**src/sv/dns_resource_record_walker_defines.svh**
```systemverilog
// Assertion helpers for the record walker.
`ifndef DNS_RESOURCE_RECORD_WALKER_DEFINES_SVH
`define DNS_RESOURCE_RECORD_WALKER_DEFINES_SVH
`ifndef SYNTHESIS
`define DRW_ASSERT_IMP(label, clk, rst_n, a, c) \
    label: assert property (@(posedge clk) disable iff (!rst_n) (a) |-> (c)) \
        else $error("assertion failed");
`define DRW_ASSERT_NXT(label, clk, rst_n, a, c) \
    label: assert property (@(posedge clk) disable iff (!rst_n) (a) |=> (c)) \
        else $error("assertion failed");
`else
`define DRW_ASSERT_IMP(label, clk, rst_n, a, c)
`define DRW_ASSERT_NXT(label, clk, rst_n, a, c)
`endif
`endif

```
**src/sv/drrw_pkg.sv**
```systemverilog
`default_nettype none
package drrw_pkg;
    localparam int MAX_MESSAGE_BYTES = 65535;
    localparam logic [15:0] OPT_RECORD_TYPE = 16'd41;
    localparam logic [16:0] HEADER_LAST = 17'd11;
    localparam int QDEPTH = 4;
    localparam int QAW = 2;

    localparam logic [3:0] PH_HEADER    = 4'd0;
    localparam logic [3:0] PH_NAME_LEN  = 4'd1;
    localparam logic [3:0] PH_NAME_SKIP = 4'd2;
    localparam logic [3:0] PH_NAME_PTR  = 4'd3;
    localparam logic [3:0] PH_QFIXED    = 4'd4;
    localparam logic [3:0] PH_RFIXED    = 4'd5;
    localparam logic [3:0] PH_RDATA     = 4'd6;
    localparam logic [3:0] PH_DONE      = 4'd7;
    localparam logic [3:0] PH_ERROR     = 4'd8;

    localparam logic [1:0] ST_OK = 2'd0;
    localparam logic [1:0] ST_HDR_BAD = 2'd1;
    localparam logic [1:0] ST_REC_BAD = 2'd2;

    typedef struct packed {
        logic        kind;
        logic [15:0] owner_offset;
        logic [15:0] record_type;
        logic [15:0] record_class;
        logic [31:0] time_to_live;
        logic [15:0] rdata_length;
        logic [15:0] rdata_offset;
        logic [1:0]  section;
        logic [1:0]  status;
        logic        opt_found;
        logic        dnssec_ok;
        logic [15:0] record_count;
    } result_t;
endpackage
`default_nettype wire

```
**src/sv/drrw_front.sv**
```systemverilog
`default_nettype none
// Byte parser; emits up to two results per byte into the queue.
module drrw_front (
    input  wire logic              clk,
    input  wire logic              rst_n,
    input  wire logic              take,
    input  wire logic [7:0]        data_byte,
    input  wire logic              is_last,
    output drrw_pkg::result_t      res_a,
    output logic                   res_a_vld,
    output drrw_pkg::result_t      res_b,
    output logic                   res_b_vld
);
    import drrw_pkg::*;

    logic [16:0] pos_reg, pos_next;
    logic [3:0]  ph_reg, ph_next;
    logic [7:0]  skip_reg, skip_next;
    logic [15:0] ql_reg, ql_next, an_reg, an_next, ns_reg, ns_next;
    logic [17:0] tot_reg, tot_next, idx_reg, idx_next;
    logic [79:0] sh_reg, sh_next;
    logic [15:0] own_reg, own_next, rdl_reg, rdl_next;
    logic        opt_reg, opt_next, do_reg, do_next;
    logic [1:0]  err_reg, err_next;
    logic [17:0] an_ns;

    always_comb begin
        logic        emit;
        logic [79:0] sh;
        logic [1:0]  st;
        pos_next = pos_reg; ph_next = ph_reg; skip_next = skip_reg;
        ql_next = ql_reg; an_next = an_reg; ns_next = ns_reg;
        tot_next = tot_reg; idx_next = idx_reg; sh_next = sh_reg;
        own_next = own_reg; rdl_next = rdl_reg; opt_next = opt_reg;
        do_next = do_reg; err_next = err_reg;
        emit = 1'b0;
        st = ST_OK;
        sh = {sh_reg[71:0], data_byte};
        an_ns = {2'b0, an_reg} + {2'b0, ns_reg};
        res_a = '0;
        res_b = '0;
        res_a_vld = 1'b0;
        res_b_vld = 1'b0;
        if (pos_reg < 17'(MAX_MESSAGE_BYTES)) begin
            pos_next = pos_reg + 17'd1;
            unique case (ph_reg)
                PH_HEADER: begin
                    sh_next = sh;
                    if (pos_reg == HEADER_LAST) begin
                        ql_next = sh[63:48];
                        an_next = sh[47:32];
                        ns_next = sh[31:16];
                        tot_next = {2'b0, sh[47:32]} + {2'b0, sh[31:16]}
                                   + {2'b0, sh[15:0]};
                        if (sh[63:48] != 16'd0) ph_next = PH_NAME_LEN;
                        else if (tot_next != 18'd0) begin
                            ph_next = PH_NAME_LEN;
                            own_next = pos_next[15:0];
                        end else ph_next = PH_DONE;
                    end
                end
                PH_NAME_LEN: begin
                    if (data_byte == 8'd0 || data_byte[7:6] == 2'b11) begin
                        if (data_byte != 8'd0) ph_next = PH_NAME_PTR;
                        else if (ql_reg != 16'd0) begin
                            ph_next = PH_QFIXED; skip_next = 8'd4;
                        end else begin
                            ph_next = PH_RFIXED; skip_next = 8'd10; sh_next = '0;
                        end
                    end else if (data_byte > 8'd63) begin
                        err_next = (ql_reg != 16'd0) ? ST_HDR_BAD : ST_REC_BAD;
                        ph_next = PH_ERROR;
                    end else begin
                        skip_next = data_byte; ph_next = PH_NAME_SKIP;
                    end
                end
                PH_NAME_SKIP: begin
                    skip_next = skip_reg - 8'd1;
                    if (skip_next == 8'd0) ph_next = PH_NAME_LEN;
                end
                PH_NAME_PTR: begin
                    if (ql_reg != 16'd0) begin
                        ph_next = PH_QFIXED; skip_next = 8'd4;
                    end else begin
                        ph_next = PH_RFIXED; skip_next = 8'd10; sh_next = '0;
                    end
                end
                PH_QFIXED: begin
                    skip_next = skip_reg - 8'd1;
                    if (skip_next == 8'd0) begin
                        ql_next = ql_reg - 16'd1;
                        if (ql_next != 16'd0) ph_next = PH_NAME_LEN;
                        else if (idx_reg < tot_reg) begin
                            ph_next = PH_NAME_LEN; own_next = pos_next[15:0];
                        end else ph_next = PH_DONE;
                    end
                end
                PH_RFIXED: begin
                    sh_next = sh;
                    skip_next = skip_reg - 8'd1;
                    if (skip_next == 8'd0) begin
                        rdl_next = sh[15:0];
                        if (sh[15:0] == 16'd0) emit = 1'b1;
                        else ph_next = PH_RDATA;
                    end
                end
                PH_RDATA: begin
                    rdl_next = rdl_reg - 16'd1;
                    if (rdl_next == 16'd0) emit = 1'b1;
                end
                default: ;
            endcase
            if (emit) begin
                res_a_vld = 1'b1;
                res_a.owner_offset = own_reg;
                res_a.record_type = sh_next[79:64];
                res_a.record_class = sh_next[63:48];
                res_a.time_to_live = sh_next[47:16];
                res_a.rdata_length = sh_next[15:0];
                res_a.rdata_offset = pos_next[15:0] - sh_next[15:0];
                if (idx_reg < {2'b0, an_reg}) res_a.section = 2'd0;
                else if (idx_reg < an_ns) res_a.section = 2'd1;
                else res_a.section = 2'd2;
                if (sh_next[79:64] == OPT_RECORD_TYPE && !opt_reg) begin
                    opt_next = 1'b1; do_next = sh_next[31];
                end
                idx_next = idx_reg + 18'd1;
                if (idx_next < tot_reg) begin
                    ph_next = PH_NAME_LEN; own_next = pos_next[15:0];
                end else ph_next = PH_DONE;
            end
        end
        if (is_last) begin
            if (ph_next == PH_DONE) st = ST_OK;
            else if (ph_next == PH_ERROR) st = err_next;
            else if (ph_next == PH_HEADER || ph_next == PH_QFIXED) st = ST_HDR_BAD;
            else if ((ph_next == PH_NAME_LEN || ph_next == PH_NAME_SKIP ||
                      ph_next == PH_NAME_PTR) && ql_next != 16'd0) st = ST_HDR_BAD;
            else st = ST_REC_BAD;
            res_b_vld = 1'b1;
            res_b.kind = 1'b1;
            res_b.status = st;
            res_b.opt_found = opt_next;
            res_b.dnssec_ok = do_next;
            res_b.record_count = idx_next[15:0];
            pos_next = '0; ph_next = PH_HEADER; skip_next = '0; ql_next = '0;
            an_next = '0; ns_next = '0; tot_next = '0; idx_next = '0;
            sh_next = '0; own_next = '0; rdl_next = '0; opt_next = 1'b0;
            do_next = 1'b0; err_next = '0;
        end
    end

    always_ff @(posedge clk or negedge rst_n) begin
        if (!rst_n) begin
            pos_reg <= '0; ph_reg <= PH_HEADER; skip_reg <= '0; ql_reg <= '0;
            an_reg <= '0; ns_reg <= '0; tot_reg <= '0; idx_reg <= '0;
            sh_reg <= '0; own_reg <= '0; rdl_reg <= '0; opt_reg <= 1'b0;
            do_reg <= 1'b0; err_reg <= '0;
        end else if (take) begin
            pos_reg <= pos_next; ph_reg <= ph_next; skip_reg <= skip_next;
            ql_reg <= ql_next; an_reg <= an_next; ns_reg <= ns_next;
            tot_reg <= tot_next; idx_reg <= idx_next; sh_reg <= sh_next;
            own_reg <= own_next; rdl_reg <= rdl_next; opt_reg <= opt_next;
            do_reg <= do_next; err_reg <= err_next;
        end
    end
endmodule
`default_nettype wire

```
**src/sv/drrw_queue.sv**
```systemverilog
`default_nettype none
`include "dns_resource_record_walker_defines.svh"
// Result queue; takes up to two entries per transfer, pops one.
module drrw_queue (
    input  wire logic              clk,
    input  wire logic              rst_n,
    input  wire logic              wr_a,
    input  drrw_pkg::result_t      din_a,
    input  wire logic              wr_b,
    input  drrw_pkg::result_t      din_b,
    output logic                   full,
    output logic                   empty,
    input  wire logic              pop,
    output drrw_pkg::result_t      dout
);
    import drrw_pkg::*;

    result_t mem [QDEPTH];
    logic [QAW-1:0] wp_reg, rp_reg;
    logic [QAW:0]   cnt_reg;
    logic           do_pop;
    logic [QAW:0]   n_wr;

    assign empty = (cnt_reg == '0);
    // two slots must be free since one byte can yield two results
    assign full = (cnt_reg > (QAW+1)'(QDEPTH - 2));
    assign do_pop = pop && !empty;
    assign n_wr = (QAW+1)'(wr_a) + (QAW+1)'(wr_b);
    assign dout = mem[rp_reg];

    always_ff @(posedge clk) begin
        if (wr_a) mem[wp_reg] <= din_a;
        if (wr_b) mem[wr_a ? wp_reg + QAW'(1) : wp_reg] <= din_b;
    end

    always_ff @(posedge clk or negedge rst_n) begin
        if (!rst_n) begin
            wp_reg <= '0; rp_reg <= '0; cnt_reg <= '0;
        end else begin
            wp_reg <= wp_reg + n_wr[QAW-1:0];
            if (do_pop) rp_reg <= rp_reg + QAW'(1);
            cnt_reg <= cnt_reg + n_wr - (QAW+1)'(do_pop);
        end
    end

    `DRW_ASSERT_IMP(a_no_overflow, clk, rst_n, 1'b1, cnt_reg <= (QAW+1)'(QDEPTH))
    `DRW_ASSERT_IMP(a_no_write_full, clk, rst_n, full, !wr_a && !wr_b)
    `DRW_ASSERT_NXT(a_cnt_step, clk, rst_n, !wr_a && !wr_b && do_pop,
        cnt_reg == $past(cnt_reg) - 1'b1)
endmodule
`default_nettype wire

```
**src/sv/dns_resource_record_walker.sv**
```systemverilog
`default_nettype none
// DNS resource record walker.
// Input channel: data_byte/is_last, transferred when push && !full. One
// message byte per transfer, is_last on its final byte.
// Output channel: while empty is low the oldest result is on the ports;
// pop && !empty transfers it. kind 0 is a record, kind 1 the summary
// that follows the last byte.
// Throughput: one byte per cycle while full is low. The parser updates
// all its state in the cycle of the transfer; results written then are
// visible in the cycle after. A four-entry queue sits between the parser
// and the output; full rises when fewer than two slots are free, since one
// byte can cause a record and a summary.
// A stalled receiver fills the queue and then holds off the sender.
// Reset empties the queue and returns the parser to the header of a new
// message; after is_last the parser also starts over.
module dns_resource_record_walker (
    input  wire logic        clk,
    input  wire logic        rst_n,
    input  wire logic        push,
    output logic             full,
    input  wire logic [7:0]  data_byte,
    input  wire logic        is_last,
    output logic             empty,
    input  wire logic        pop,
    output logic             kind,
    output logic [15:0]      owner_offset,
    output logic [15:0]      record_type,
    output logic [15:0]      record_class,
    output logic [31:0]      time_to_live,
    output logic [15:0]      rdata_length,
    output logic [15:0]      rdata_offset,
    output logic [1:0]       section,
    output logic [1:0]       status,
    output logic             opt_found,
    output logic             dnssec_ok,
    output logic [15:0]      record_count
);
    import drrw_pkg::*;

    result_t res_a, res_b, dout;
    logic    va, vb, take;

    assign take = push && !full;

    drrw_front u_front (
        .clk(clk), .rst_n(rst_n), .take(take), .data_byte(data_byte),
        .is_last(is_last), .res_a(res_a), .res_a_vld(va),
        .res_b(res_b), .res_b_vld(vb)
    );

    drrw_queue u_queue (
        .clk(clk), .rst_n(rst_n), .wr_a(take && va), .din_a(res_a),
        .wr_b(take && vb), .din_b(res_b), .full(full), .empty(empty),
        .pop(pop), .dout(dout)
    );

    assign kind = dout.kind;
    assign owner_offset = dout.owner_offset;
    assign record_type = dout.record_type;
    assign record_class = dout.record_class;
    assign time_to_live = dout.time_to_live;
    assign rdata_length = dout.rdata_length;
    assign rdata_offset = dout.rdata_offset;
    assign section = dout.section;
    assign status = dout.status;
    assign opt_found = dout.opt_found;
    assign dnssec_ok = dout.dnssec_ok;
    assign record_count = dout.record_count;
endmodule
`default_nettype wire
```
**config.mk**
```make
export PLATFORM = sky130hd
export DESIGN_NAME = dns_resource_record_walker
export DESIGN_NICKNAME = d
export VERILOG_FILES = /design/src/sv/drrw_pkg.sv /design/src/sv/drrw_front.sv /design/src/sv/drrw_queue.sv /design/src/sv/dns_resource_record_walker.sv
export VERILOG_INCLUDE_DIRS = /design/src /design/src/sv
export SDC_FILE = /design/constraint.sdc
export NUM_CORES = 2
export LEC_CHECK = 0
export CELL_PAD_IN_SITES_DETAIL_PLACEMENT = 1
export CELL_PAD_IN_SITES_GLOBAL_PLACEMENT = 2
export CORE_MARGIN = 4
export CORE_UTILIZATION = 38
export CTS_CLUSTER_SIZE = 20
export DETAILED_ROUTE_END_ITERATION = 7
export DONT_BUFFER_PORTS = 1
export PLACE_DENSITY = 0.8
export RECOVER_POWER = 100
export SYNTH_ARGS = -nofsm -noshare
export SYNTH_HDL_FRONTEND = slang
export SYNTH_SLANG_ARGS = --single-unit
```
**constraint.sdc**
```tcl
create_clock -name clk -period 4.9 [get_ports clk]
set_input_delay 0 -clock clk [delete_from_list [all_inputs] [get_ports clk]]
set_output_delay 0 -clock clk [all_outputs]
set_load 0.02 [all_outputs]
```
==> impl_metrics.toml <==
[synth]
post_synth.cell_area_avg_um2 = 9.79
postSynthCellCount = 3844
synth_edf_count = 84
net_count_of_the_mapped_netlist = 4007
postSynth.asyncResetShare = 0.304
synth_ff_type = "dfxtp_1"
synth.most_common_cell = "nand2_1"
synth.top_cells.by_count = "nand2_1 (602), o21ai_0 (459), dfxtp_1 (456)"
yosys_warnings = 0
post_synth_num_cell_types = 97
ys_seq_area_frac = 0.467
yosysTopAreaCellShare = 0.243
postSynthRegisterBits = 776
yosys_top_cell_by_area = "dfxtp_1"
post_synth_main_area_contributors = "dfxtp_1 (24%), dfrtp_1 (16%), mux4_2 (8.1%), edfxtp_1 (6.7%), o21ai_0 (6.1%)"
syn-cell-area_um2 = 37600

[sta]
final_critical_path_setup_slack_ps = -112
grt_setup_unrepaired = "yes"
setup_tns_ps = -799
clock_skew_ps = 34.5
fmaxAchievable_mhz = 200
whs_ps = -914
final_hold_fails = 236
setup_viol_count_final = 8
final_period_minus_worst_setup_slack_ps = 5010
worst_pin_slew_ps = 2590
final_min_period_over_clock_period = 1.02
final_max_slew_viol_count = 117
max-slew-margin-rel = -0.729

[worst_setup_path]
regToRegStartpoint = "u_front.sh_reg[8]"
crit_path_end_kind = "register"
critPathRequiredTime_ps = 5280
crit_start = "u_front.sh_reg[8]"
critPathLaunchType = "register"
cell_depth_of_the_worst_flop_to_flop_path = 24
timing_worst_setup_path_type = "register to register"
critPathMaxFanout = 8
cp.arrival_ps = 5390

[die]
pin_count = 150
dieWidth_um = 323
dieHeight_um = 323
fp.dieArea_um2 = 104000
coreArea_um2 = 98300
floorplan.initialDensity = 0.383
std_cell_rows = 115

[grt]
grt_max_degree = 237
grt_pass1_vias = 31600
globalRouteTotalUtil = 0.248
grt_pass1_wl_um = 201000
antenna_found_initial = 10
grt-ovfl-total = 0

[finish]
drive_above_1_share = 0.155
nets = 4123
largest_register_ffs = 540
stdcell_area_um2 = 43500
nFillCells = 10900
syn_to_final_growth_pct = 15.7
fin_cells = 5324

[run_status]
status = "complete, but fails checks"
failed_checks = "negative hold slack, max-capacitance violations, max-slew violations, negative setup slack"

[clock_tree]
cts_tree = "done"
cts.path.max_buffers = 3
cts_root_buf = "clkbuf_16"
clk-insertion-delay-late_ps = 670
clkSlewWorstSetupHoldPaths_ps = 60
clock_sink_count = 776
cts_made_buffers = 87
cts-htree-levels = 3
holdBufCountCts = 16

[power]
powerDensity_nw_per_um2 = 479
leakagePower_nw = 16.8
vdd.ir_drop.worst_mv = 0.257

[route]
routed_via_density = 5.84
detailroute.via_count = 31100
firstDrtPassIters = 5
wl_per_cell_um = 24.7
postRouteWirelength_um = 131000
initialDrtViolationCount = 2129
drt.antenna.violating_nets = 0
detail_route.drc_violations = 0

[placement]
dpl_cell_area_um2 = 40400
dpl_worst_slack_ps = -573
placed_cells_incl_taps = 5131
place.gp.congestion = 0.878
hpwlAfterDp_um = 90800
io_buffer_count = 0

[worst_hold_path]
min-delay-path-class = "input pin to asynchronous set/reset pin"

[run]
maxCapViolCount = 4
-- worst paths after layout --
kind / endpoint / slack [ps]
setup / recovery: u_queue.mem[2][18] / -110
hold / removal: u_front.rdl_reg[5] / -910
setup reg to reg: u_queue.mem[2][18] / -110
hold reg to reg: u_queue.mem[2][126] / 440
max in group asynchronous: u_queue.rp_reg[1] / 5260
min in group clk: u_front.skip_reg[0] / 40
-- logic make-up after synthesis --
group,Yosys count,synth area share
buf+inv,348,0.0380
mux,140,0.0822
fa+ha+maj,150,0.0509
xor+xnor,117,0.0272
flops,776,0.467
compound gates,1178,0.199
simple gates,1135,0.136
-- through the flow --
stage	power (mW)	hold slack, ps	utilization
3_5_place_dp	14.2	-259	0.411
3_3_place_gp	14.1	-260	0.411
5_1_grt	21.8	-958	0.443
4_1_cts	20.9	-984	0.443
2_1_floorplan	11.5	-296	-
6_report	20.8	-914	0.443
-- layout by cell type (no fill, tap or decap), types with 75 or more instances in the layout --
master	Yosys	layout
nand2_1	602	601
buf_4	7	192
o21ai_1	131	121
nor2_1	199	194
o21ai_0	459	467
clkbuf_16	0	93
ha_1	145	144
mux4_2	135	135
a22oi_1	89	85
inv_1	99	100
dfxtp_1	456	456
a21oi_1	103	96
dfrtp_1	236	234
a22o_1	156	156
edfxtp_1	84	84
xnor2_1	75	75
-- per-layer routing --
metal	part of all wire	wire, µm	track usage
met3	0.046	6090	0.0373
met4	0.030	3970	0.0748
met1	0.44	57900	0.332
met5	0.000099	13	0
met2	0.48	63400	0.419
-- final cells by class --
type / count / area (µm²) / share of cell area
flip-flops and latches: 776 / 17600 / 0.404
repair buffers: 274 / 2110 / 0.0484
multi-input cells: 2720 / 19000 / 0.436
inverters: 101 / 379 / 0.00871
clock buffers: 128 / 2620 / 0.0602
well taps: 1287 / 1610 / 0.0370
clock inverters: 32 / 248 / 0.00569
diodes: 6 / 15.0 / 0.000345
-- timing repair --
item | in CTS | in global routing
setup buffers | 6 | 5
endpoints found under the hold margin | 483 | 236
setup endpoints to repair | 26 | 58
gates resized for setup | 21 | 55
pin swaps | 25 | 33
-- worst max-delay path, stage by stage, from the launching register on --
cell      delay (ps)
dfrtp_1          390
ha_1             220
buf_4            130
inv_1             80
fa_2             220
nor2b_2           60
o31ai_2          270
buf_4            160
nand2b_1          60
a21oi_2          150
xnor2_1          140
ha_1             260
or3_1            410
a31oi_2          210
a311oi_2         110
nor4_2           350
a211oi_2          80
nor4_2           280
buf_4            160
nand4_1          170
buf_4            210
o22a_1           170
o21ai_2          200
buf_6            180
nor3_2            60
-- power breakdown --
group,internal [mW],leakage [nW],total (mW),switching [mW]
registers,6.72,7.69,7.27,0.542
logic,2.50,7.70,7.00,4.49
clock network,3.82,1.43,6.58,2.76
total,13.0,16.8,20.8,7.80
Note: power is estimated with default switching activity, not from simulation.
